**src/hdl/assert_macros.svh**
```systemverilog
// Assertion macros shared by the event table RTL.
// Depends on a clock named clk and an active-low reset named arst_n in scope.
`ifndef ASSERT_MACROS_SVH
`define ASSERT_MACROS_SVH

// consequence in the same cycle
`define HET_ASSERT_NOW(label, cond, cons) \
	label: assert property (@(posedge clk) disable iff (!arst_n) (cond) |-> (cons)) \
		else $error("assertion failed");

// consequence in the next cycle
`define HET_ASSERT_NEXT(label, cond, cons) \
	label: assert property (@(posedge clk) disable iff (!arst_n) (cond) |=> (cons)) \
		else $error("assertion failed");

`endif

```
**src/hdl/het_pkg.sv**
```systemverilog
// Shared types and codes for the hashed event table.
// No dependencies.
package het_pkg;

	typedef enum logic [3:0] {
		CMD_FIND     = 4'd0,
		CMD_FREE     = 4'd1,
		CMD_WRITE    = 4'd2,
		CMD_CLEAR    = 4'd3,
		CMD_CLR_ALL  = 4'd4,
		CMD_COUNT    = 4'd5,
		CMD_RD_HASH  = 4'd6,
		CMD_RD_VAR   = 4'd7,
		CMD_WR_VAR   = 4'd8
	} cmd_t;

	localparam logic [1:0] STAT_OK    = 2'd0;
	localparam logic [1:0] STAT_MISS  = 2'd1;
	localparam logic [1:0] STAT_RANGE = 2'd2;

	localparam logic       CFG_SLOTS = 1'b0;
	localparam logic       CFG_VARS  = 1'b1;

	localparam logic [15:0] EMPTY_ID = 16'hFFFF;

	typedef struct packed {
		logic        we;
		logic        clr_all;
		logic [7:0]  addr;
		logic [7:0]  hash;
		logic [15:0] node;
		logic [15:0] evt;
	} het_wr_t;

endpackage

```
**src/hdl/het_store.sv**
```systemverilog
// Slot store: hash memory with per-slot valid bits and node/event pair memory.
// Depends on het_pkg for the write request type.
module het_store #(
	parameter int MAX_SLOTS = 64
) (
	input  logic            clk,
	input  logic            arst_n,
	input  het_pkg::het_wr_t wr,
	input  logic            rd_en,
	input  logic [7:0]      rd_addr,
	output logic [7:0]      hash_rd,
	output logic [15:0]     node_rd,
	output logic [15:0]     evt_rd
);
	localparam int AW = $clog2(MAX_SLOTS);

	logic [7:0]  hash_mem [MAX_SLOTS];
	logic [31:0] pair_mem [MAX_SLOTS];
	logic [MAX_SLOTS-1:0] valid_q;
	logic [7:0]  hraw_q;
	logic        vld_q;
	logic [31:0] pair_q;

	always_ff @(posedge clk or negedge arst_n) begin
		if (!arst_n) begin
			valid_q <= '0;
		end else if (wr.clr_all) begin
			valid_q <= '0;
		end else if (wr.we) begin
			valid_q[wr.addr[AW-1:0]] <= 1'b1;
		end
	end

	always_ff @(posedge clk) begin
		if (wr.we) begin
			hash_mem[wr.addr[AW-1:0]] <= wr.hash;
			pair_mem[wr.addr[AW-1:0]] <= {wr.node, wr.evt};
		end
		if (rd_en) begin
			hraw_q <= hash_mem[rd_addr[AW-1:0]];
			pair_q <= pair_mem[rd_addr[AW-1:0]];
		end
	end

	always_ff @(posedge clk or negedge arst_n) begin
		if (!arst_n) begin
			vld_q <= 1'b0;
		end else if (rd_en) begin
			vld_q <= valid_q[rd_addr[AW-1:0]];
		end
	end

	assign hash_rd = vld_q ? hraw_q : 8'd0;
	assign node_rd = pair_q[31:16];
	assign evt_rd  = pair_q[15:0];
endmodule

```
**config.mk**
```make
export PLATFORM = sky130hd
export DESIGN_NAME = het_store
export DESIGN_NICKNAME = d
export VERILOG_FILES = /design/src/hdl/assert_macros.svh /design/src/hdl/het_pkg.sv /design/src/hdl/het_store.sv
export SDC_FILE = /design/constraint.sdc
export NUM_CORES = 2
export LEC_CHECK = 0
export BUFFER_PORTS_ARGS = -buffer_cell sky130_fd_sc_hd__buf_2
export CELL_PAD_IN_SITES_DETAIL_PLACEMENT = 1
export CELL_PAD_IN_SITES_GLOBAL_PLACEMENT = 1
export CORE_MARGIN = 2
export CORE_UTILIZATION = 60
export CTS_BUF_LIST = sky130_fd_sc_hd__clkbuf_4 sky130_fd_sc_hd__clkbuf_8 sky130_fd_sc_hd__clkbuf_16
export DETAILED_ROUTE_END_ITERATION = 7
export PLACE_DENSITY_LB_ADDON = 0.1
export SLEW_MARGIN = 5
export SYNTH_ARGS = -nofsm -noshare
export SYNTH_HDL_FRONTEND = slang
export SYNTH_SLANG_ARGS = --single-unit
```
**constraint.sdc**
```tcl
create_clock -name clk -period 3.95 [get_ports clk]
set_clock_uncertainty 0.05 [all_clocks]
set_input_delay 0.79 -clock clk [delete_from_list [all_inputs] [get_ports clk]]
set_output_delay 0.79 -clock clk [all_outputs]
set_load 0.005 [all_outputs]
```
==> flow_summary.toml <==
[run_status]
status = "complete, no violations"

[finish]
area_delta_synth_final_pct = 14.3
layout-drive-gt1-share_pct = 34.8
final_nets = 4589
fin_util_pct = 69.0
n_fill_cell = 12300
design_area_sq_mm = 0.115

[worst_setup_path]
crit_fanout = 9
crit_required_ns = 3.11
crit_path_end_kind = "output pin"
crit_arrival_ns = 2.38
crit_path_start_kind = "flip-flop"
crit_type = "flip-flop to output pin"

[global_route]
grt_max_degree = 65
first_global_vias = 51600
antenna_found_initial = 20
grt_overflow = 0
grt_pass1_wl_um = 395000
grt_util_all_layers_pct = 33.5

[timing]
fin_tns_setup_ns = 0
period_needed_ns = 3.22
slew_viol_final = 0
rsz0062_at_grt = "no"
setup_violations = 0
timing.final.crit_share_pct = 81.5
timing.max_slew.rel_slack_pct = 17.4
fmax_mhz = 311
worst_slew_pin_slew_ns = 1.24
hold_viol = 0

[clock_network]
path_clk_slew_ns = 0.06
cts_tree = "built"
clock-sinks = 2665
clk_latency_ns = 0.94
cts_repair_resize_count = 0
clock_path_buffers = 4
cts-root-buf = "clkbuf_16"
cts_made_buffers = 284
holdBufCountCts = 1
cts_setup_buffers = 0
cts_max_level = 5

[floorplan]
ios = 101
die_w_um = 414
die-height_um = 414
die-area_sq_mm = 0.172
core-area_sq_mm = 0.167
rows = 150
start_util_pct = 60.4

[detailed_routing]
drt_iter0_markers = 6942
avgViaCountPerCell = 7.08
wl_um = 282000
firstDrtPassIters = 5
drc = 0
final_antenna_net_count = 0
vias = 49100
post_drt_wl_per_cell_um = 40.7

[logic_synthesis]
synth_area_sq_mm = 0.101
yosys.area.top_type = "edfxtp_1"
synth.distinct_cells = 29
synth_common_cells = "edfxtp_1 (2600), mux4_2 (803), nor2_1 (201)"
synth_edf_count = 2600
synthesis.yosys.warnings = 0
synth_flop_cell = "edfxtp_1"
yosysMostFrequentCell = "edfxtp_1"
synth_seq_cells = 2665
syn_area_per_cell_sq_um = 24.6
synth-seq-area-share_pct = 78.9
syn_inst = 4111
syn-num-nets = 4172
synth_area_leaders = "edfxtp_1 (77%), mux4_2 (18%), dfrtp_1 (1.6%), nor2_1 (0.75%), a22oi_1 (0.54%)"
synth_top_area_share_pct = 77.3
synthArstFlopShare_pct = 2.44

[pwr]
p_per_area_mw_per_mm2 = 516
p_total_mw = 59.5
ir_drop_uv = 524
leakagePower_nw = 36.7

[hold_path]
holdCritPathClass = "input port to flip-flop"

[place]
place.gp.congestion = 0.783
port-buffer-count = 96
placed_cell_area_sq_mm = 0.107
dpl.hpwl_um = 153000

[job]
max_cap_viol_count = 0
[cell families (layout without fill, tap and decap cells)]
family / Yosys count / count (layout) / share of synthesized area [%]
DFF: 2665 / 2665 / 78.9
muxes: 829 / 829 / 18.2
AOI/OAI and AO/OA: 103 / 103 / 0.747
buffers and inverters: 220 / 832 / 0.962
and+or+nand+nor: 294 / 294 / 1.19
other: 0 / 7 / 0
[layout by cell type (no fill, tap or decap), types with 3 or more instances in the layout]
cell type	synthesis	routed
clkinv_2	0	42
nand3_1	10	10
a22oi_1	72	72
and2_1	12	11
clkinv_1	0	60
mux2i_1	23	23
nand2_1	51	51
a21oi_1	7	7
nor2_1	201	136
nor2_4	0	65
inv_6	0	5
clkinvlp_4	0	5
a211oi_1	10	10
nand3b_1	3	3
edfxtp_1	2600	2600
buf_8	0	4
mux4_2	803	803
o22ai_1	3	3
clkbuf_16	0	293
buf_2	80	91
bufinv_16	0	13
buf_4	4	173
a211o_1	3	3
clkbuf_4	0	59
mux2_2	3	3
a31oi_1	5	5
nand2b_1	3	3
diode_2	0	7
dfrtp_1	65	65
buf_12	0	80
nor2b_1	10	8
[registers in the layout, summed over array words and instances, names as in the netlist]
signal / flops
vld_q: 1
pair_q: 32
hash_mem: 512
valid_q: 64
hraw_q: 8
pair_mem: 2048
[path summary, 6_finish.rpt]
kind | startpoint | end | slack, ns | cells after the start
hold / removal | rd_addr[3] | vld_q | 0.36 | 2
hold reg to reg | valid_q[28] | valid_q[28] | 0.44 | 2
setup / recovery | vld_q | hash_rd[4] | 0.73 | 2
min in group asynchronous | arst_n | valid_q[9] | 0.43 | 2
setup reg to reg | pair_mem[55][26] | pair_q[26] | 1.38 | 4
max in group asynchronous | arst_n | valid_q[37] | 2.48 | 3
[routing by layer]
layer	vias up	wire length [um]	global-route usage (%)
met4	8	11200	13.0
met2	3310	138000	53.2
met5	-	46	0
li1	18500	-	-
met3	611	31200	7.84
met1	26600	101000	46.2
[stage by stage]
stage               instances  hold WS (ns)  setup slack (ns)
CTS                      6927         0.294             0.695
detailed placement       6445         0.435             0.303
finish                   6934         0.356             0.730
global placement         6445         0.424             0.334
global route             6933         0.336             0.773
floorplan                4111         0.411             0.129
[where the power goes]
| group | switching [mW] | leakage (nW) | internal (mW) |
|---|---|---|---|
| combinational | 1.62 | 7.97 | 1.15 |
| clock | 10.6 | 4.37 | 14.8 |
| sequential | 0.0938 | 24.3 | 31.3 |
[cell type report]
cell class,instances,area (sq um),share of cell area (%)
Inverter,2,7.51,0.00650
Multi-Input combinational cell,1226,20800,18.0
Tap cell,2204,2760,2.39
Timing Repair Buffer,349,3430,2.97
Sequential cell,2665,79700,69.0
Antenna cell,7,17.5,0.0152
Clock inverter,127,925,0.801
Clock buffer,354,7800,6.76
[worst max-delay path: stages, from the launching register on]
cell and delay [ns]:
dfrtp_1 0.88, and2_1 0.41, buf_2 0.18
Power figures use the tool's default switching activity.
