`config.mk`:
```
export PLATFORM = sky130hd
export DESIGN_NAME = het_hash
export DESIGN_NICKNAME = d
export VERILOG_FILES = /design/src/hdl/assert_macros.svh /design/src/hdl/het_hash.sv
export SDC_FILE = /design/constraint.sdc
export NUM_CORES = 1
export LEC_CHECK = 0
export ABC_AREA = 1
export BUFFER_PORTS_ARGS = -buffer_cell sky130_fd_sc_hd__buf_2
export CAP_MARGIN = 20
export CORE_MARGIN = 2
export CORE_UTILIZATION = 50
export DETAILED_ROUTE_END_ITERATION = 8
export GPL_TIMING_DRIVEN = 0
export PLACE_DENSITY = 0.89
export SETUP_SLACK_MARGIN = 0.4
export SYNTH_ARGS = -nofsm -noshare
export SYNTH_HDL_FRONTEND = slang
export SYNTH_SLANG_ARGS = --single-unit
```
`constraint.sdc`:
```
create_clock -name vclk -period 4.6
set_input_delay 0.92 -clock vclk [all_inputs]
set_output_delay 0.92 -clock vclk [all_outputs]
set_load 0.005 [all_outputs]
```
`src/hdl/assert_macros.svh`:
```
// Assertion macros shared by the event table RTL.
// Depends on a clock named clk and an active-low reset named arst_n in scope.
`ifndef ASSERT_MACROS_SVH
`define ASSERT_MACROS_SVH

// consequence in the same cycle
`define HET_ASSERT_NOW(label, cond, cons) \
	label: assert property (@(posedge clk) disable iff (!arst_n) (cond) |-> (cons)) \
		else $error("assertion failed");

// consequence in the next cycle
`define HET_ASSERT_NEXT(label, cond, cons) \
	label: assert property (@(posedge clk) disable iff (!arst_n) (cond) |=> (cons)) \
		else $error("assertion failed");

`endif

```
`src/hdl/het_hash.sv`:
```
// Hash of a node/event pair: folded bytes, 7*e+n, reduced by the modulus.
// Depends on nothing beyond its parameter.
module het_hash #(
	parameter int HASH_MODULUS = 128
) (
	input  logic [15:0] node,
	input  logic [15:0] evt,
	output logic [7:0]  hash
);
	logic [7:0] fn, fe, h8;
	logic [8:0] hm;

	always_comb begin
		fn = node[15:8] ^ node[7:0];
		fe = evt[15:8] ^ evt[7:0];
		h8 = 8'((11'(fe) * 11'd7) + 11'(fn));
		hm = 9'(9'(h8) % HASH_MODULUS);
		hash = (hm == 9'd0) ? 8'hFF : hm[7:0];
	end
endmodule

```
==> results.py, run 1 <==
metrics = {
    "outcome": {
        "status": "finished with violations",
        "violations": "setup timing",
    },
    "critical_path": {
        "crit_fanout": 7,
        "cpPeakStageDelay_ns": 0.52,
        "critPathSlowestCell": "fa_1",
        "worst-path-buf-inv": 6,
        "worst_setup_path_start_kind": "input port",
        "crit_type": "input port to output pin",
        "required_ns": 3.68,
        "cp-end-kind": "output pin",
        "crit_family": "adder cells",
        "crit_top_cell": "inv_1",
        "path_cells": "buf_2 > inv_1 > nand2_2 > nand2_4 > xor2_1 > inv_1 > ha_1 > inv_1 > fa_1 > inv_2 > ha_4 > a21oi_4 > o21ai_4 > xor2_2 > nor3_2 > nand3_4 > nand2_1 > buf_2",
        "arrival_ns": 3.68,
    },
    "final_layout": {
        "fillers": 106,
        "nFlopsAndLatches": 0,
        "mostFrequentLayoutCells": "nand2_1, inv_1, buf_2",
        "multi_input_area_um2": 844.6,
        "diodes": 0,
        "regArea_um2": 0,
        "nets": 228,
        "drive_gt1_frac": 0.3672,
        "final_common_cell": "nand2_1",
        "stdcell_area_um2": 1231,
        "nClkBuffers": 0,
        "syn_to_final_growth_pct": 45.35,
    },
    "yosys": {
        "synthSimpleGateAreaFrac": 0.3412,
        "netlist_area_um2": 847.1,
        "synthMuxAreaShare": 0,
        "synth_cell_type_count": 16,
        "syn_nets": 188,
        "syn_avg_cell_area_um2": 6.094,
        "ys_seq_area_frac": 0,
        "synth_compound_area_frac": 0.03545,
        "synth_top_family_by_area": "simple AND/OR/NAND/NOR gates",
        "ys.warnings.count": 0,
        "synthXorXnorAreaFrac": 0.1551,
        "synth_fa_ha_area_frac": 0.3043,
        "syn_inst": 139,
    },
    "global_routing": {
        "grt_pass1_vias": 890,
        "grt_max_degree": 8,
        "antenna_found_initial": 0,
        "grt_use_total": 0.2100,
        "grt-ovfl-total": 0,
        "grt_pass1_wl_um": 3312,
    },
    "sta": {
        "tightest_slew_ns": 0.2521,
        "timing.fmax_mhz": 217.4,
        "min_period_ns": 4.600,
        "timing.slew.headroom": 0.8307,
        "setup_viol": 1,
        "timing.hold.ws_ns": 2.409,
        "maxSlewViolCount": 0,
        "final_hold_viol_count": 0,
        "period_share": 1.000,
        "rsz0062_at_grt": "yes",
        "setup_ws_ns": -0.0004918,
    },
    "route": {
        "wl_per_cell_um": 12.12,
        "vias": 981,
        "post-route-drc-count": 0,
        "postRouteAntennaNets": 0,
        "drt-initial-drc-count": 16,
        "viasPerCell": 5.083,
        "drt_first_pass_iters": 4,
        "wl_um": 2339,
    },
    "die": {
        "die_area_um2": 2039,
        "initial_utilization": 0.5495,
        "core_um2": 1541,
        "die_w_um": 45.16,
        "io_pins": 40,
        "die_y_um": 45.16,
        "rows": 14,
    },
    "pwr": {
        "power_density_nw_per_um2": 433.8,
        "max-vdd-ir-drop_mv": 0.2799,
        "finalPower_uw": 534.1,
        "p_leak_uw": 0.0007519,
    },
    "placement": {
        "pre_cts_ws_ns": -0.01148,
        "dpl-instance-area_um2": 1092,
        "dp_hpwl_um": 1715,
        "portBuffers": 36,
        "gp_congestion": 0.7148,
    },
    "worst_hold_path": {
        "hold_path_depth": 6,
        "min_to": "hash[0]",
        "hold_class": "input port to output pin",
        "hold_start": "node[0]",
    },
    "run": {
        "cap_violations": 0,
    },
    "clock_network": {
        "cts_hold_buffers": 0,
    },
}
## power by group
part / switching [uW] / leakage, uW / internal (uW)
registers: 0 / 0 / 0
logic: 286 / 0.000752 / 248
clock network: 0 / 0 / 0
total: 286 / 0.000752 / 248
## area by class of cell
class,count,share of cell area
well taps,16,0.01626
inverters,37,0.1128
repair buffers,38,0.1850
multi-input cells,102,0.6860
## per-layer routing
metal / part of all wire / track usage
met2: 0.57 / 0.4486
met1: 0.34 / 0.2176
met5: 0 / 0
met4: 0.038 / 0.02941
met3: 0.049 / 0.01600
## worst max path at each step
stage	from	endpoint	slack [ns]	cells past startpoint
global route	evt[12]	hash[1]	-0.20	20
CTS	evt[9]	hash[5]	0.02	13
floorplan	evt[10]	hash[0]	0.40	11
detailed placement	evt[10]	hash[0]	-0.01	16
finish	evt[3]	hash[2]	-0.0005	18
global placement	evt[10]	hash[0]	0.07	13
## what timing repair did
| item | CTS | global route |
|---|---|---|
| endpoints found under the hold margin | 0 | 0 |
| resized for setup | 11 | 19 |
| setup buffers | 1 | 1 |
| pin swaps | 13 | 17 |
| setup endpoints to repair | 8 | 8 |
## per-stage QoR
stage	utilization	cells	TNS (ns)
final	0.7987	193	-0.0004918
after global routing	0.7987	193	-1.343
after CTS	0.7468	192	0
after detailed placement	0.7086	191	-0.01815
after global placement	0.7086	191	0
after floorplan	-	139	0
## synthesized netlist by cell type, drive strengths merged
library cell / instances / area, um^2
fa: 6 / 120.1
xor2: 8 / 70.07
a21oi: 5 / 25.02
inv: 37 / 138.9
or2: 1 / 6.260
ha: 11 / 137.6
nand2: 48 / 190.2
nand3: 9 / 55.05
o21ai: 1 / 5.000
nor2: 2 / 7.510
nand4: 2 / 12.51
nand3b: 1 / 7.510
xnor2: 7 / 61.31
nor3: 1 / 10.01
## cell families after synthesis
kind of cell    after synthesis
compound gates                6
simple gates                 64
fa+ha+maj                    17
xor+xnor                     15
buf+inv                      37
Note: power is estimated with default switching activity, not from simulation.
==> inputs of run 2 (changes only) <==
Settings changed: PLACE_DENSITY 0.89 to 0.85.
==> run 2 against run 1 <==
- the flow still finishes with violations (setup timing)
- core utilization is 0.97 points higher
- via count is 1.6% higher
- sequential share of layout area stayed put
- die area stayed put
- count of clock-buffer cells in the layout stayed put
- non-clock buffer count is 6 higher
- final cell count is 3.1% higher
- critical path depth is 5 lower
- hold slack worse by 0.0061 ns
- power is 4.6% higher
- largest cell class unchanged
- highest routed layer is now met3
==> results.py, run 2 (synthesis results as in run 1) <==
metrics = {
    "outcome": {
        "status": "finished with violations",
        "violations": "setup timing",
    },
    "final_layout": {
        "mostFrequentLayoutCells": "nand2_1, inv_1, buf_2",
        "syn_to_final_growth_pct": 47.12,
        "fillers": 100,
        "drive_gt1_frac": 0.3770,
        "multi_input_area_um2": 818.3,
        "diodes": 0,
        "regArea_um2": 0,
        "nets": 234,
        "final_common_cell": "nand2_1",
        "nFlopsAndLatches": 0,
        "fin_util": 0.8084,
        "nClkBuffers": 0,
    },
    "critical_path": {
        "crit_family": "adder cells",
        "crit_fanout": 7,
        "worst-path-buf-inv": 4,
        "critPathSlowestCell": "fa_1",
        "cpPeakStageDelay_ns": 0.57,
        "cp-end-kind": "output pin",
        "required_ns": 3.68,
        "crit_type": "input port to output pin",
        "worst_setup_path_start_kind": "input port",
        "path_cells": "buf_8 > xnor2_4 > fa_1 > inv_2 > fa_1 > inv_2 > fa_2 > xor2_2 > nand4_1 > nor3_2 > nand3_4 > nand2_1 > buf_2",
        "arrival_ns": 3.79,
    },
    "route": {
        "route.met2.wl_um": 1322,
        "highest_layer": "met3",
        "vias": 997,
        "viasPerCell": 5.010,
        "postRouteAntennaNets": 0,
        "wl_um": 2247,
        "drt-initial-drc-count": 19,
        "post-route-drc-count": 0,
        "wl_per_cell_um": 11.29,
        "wl_met1_um": 872,
        "drt_first_pass_iters": 4,
        "dr_wl_met3_um": 52,
    },
    "placement": {
        "gp_congestion": 0.7667,
        "portBuffers": 36,
        "dp_hpwl_um": 1624,
    },
    "pwr": {
        "max-vdd-ir-drop_mv": 0.2660,
        "p_int_uw": 264.5,
        "power_switching_share": 0.5268,
        "seqPwrFrac": 0,
        "p_leak_uw": 0.0007715,
        "power_density_nw_per_um2": 448.5,
        "total_switching_power_uw": 294.4,
        "power_frac_comb": 1.000,
        "pwr-share-clk": 0,
    },
    "die": {
        "initial_utilization": 0.5495,
        "core_um2": 1541,
        "rows": 14,
        "die_area_um2": 2039,
        "die_w_um": 45.16,
        "die_y_um": 45.16,
        "io_pins": 40,
    },
    "sta": {
        "final_hold_viol_count": 0,
        "final.setup.tns_ns": -0.6743,
        "min_period_ns": 4.714,
        "period_share": 1.025,
        "setup_ws_ns": -0.1137,
        "timing.slew.headroom": 0.7879,
        "setup_viol": 7,
        "maxSlewViolCount": 0,
        "timing.fmax_mhz": 212.1,
        "rsz0062_at_grt": "yes",
        "tightest_slew_ns": 0.3160,
    },
    "worst_hold_path": {
        "hold_start": "node[0]",
        "hold_class": "input port to output pin",
        "hold_path_depth": 6,
        "min_to": "hash[0]",
    },
    "global_routing": {
        "grt_pass1_wl_um": 3401,
        "grt_max_degree": 8,
        "antenna_found_initial": 0,
        "grt-ovfl-total": 0,
        "grt_pass1_vias": 902,
        "grt_use_total": 0.2183,
    },
    "clock_network": {
        "cts_hold_buffers": 0,
    },
    "run": {
        "cap_violations": 0,
    },
}
run 2: cell types whose count changed in the layout (fill, tap and decap cells not counted), sizes merged:
cell / previous run / this run
buf: 38 / 44
run 2: worst max path at each step:
| stage | startpoint | to | slack (ns) | cells after the start |
|---|---|---|---|---|
| 3_5_place_dp | evt[10] | hash[0] | 0.01 | 13 |
| 2_1_floorplan | evt[10] | hash[0] | 0.40 | 11 |
| 3_3_place_gp | evt[10] | hash[0] | 0.07 | 13 |
| 4_1_cts | evt[9] | hash[5] | 0.01 | 13 |
| 5_1_grt | evt[11] | hash[4] | -0.24 | 21 |
| 6_report | evt[9] | hash[3] | -0.11 | 13 |
run 2: metrics by stage:
step | power [uW] | cells | instance area [um^2] | hold WS, ns | setup WS [ns]
4_1_cts | 448.5 | 194 | 1149 | 2.418 | 0.01263
3_3_place_gp | 385.2 | 191 | 1092 | 2.368 | 0.07069
2_1_floorplan | 286.2 | 139 | 892.1 | 2.171 | 0.4043
6_report | 558.9 | 199 | 1246 | 2.403 | -0.1137
3_5_place_dp | 405.7 | 191 | 1092 | 2.408 | 0.009920
5_1_grt | 612.2 | 199 | 1246 | 2.454 | -0.2395
run 2: final cells by class:
class / count / area share
inverters: 37 / 0.1114
multi-input cells: 102 / 0.6566
well taps: 16 / 0.01606
repair buffers: 44 / 0.2159
run 2: per-layer routing:
layer  up-vias  track usage
met4         0            0
met1       468       0.2445
met5         -            0
li1        504            -
met2        25       0.4714
met3         0            0
run 2: repair_timing:
item                                    4_1_cts  5_1_grt
pin swaps                                    12       12
gates resized for setup                       9       13
cloned                                        0        0
setup buffers                                 3        5
endpoints found under the setup margin        8        8
run 2: power by group through the flow:
stage                     clock network, uW  registers (uW)  logic, uW
after detailed placement                  0               0        406
final                                     0               0        559
after floorplan                           0               0        286
after CTS                                 0               0        449
after global placement                    0               0        385
after global routing                      0               0        612
run 2: worst min-delay path, stage by stage:
cell and delay, ns:
buf_2 0.08, xor2_1 0.13, ha_1 0.14, inv_1 0.06
nand2_2 0.06, buf_6 0.08
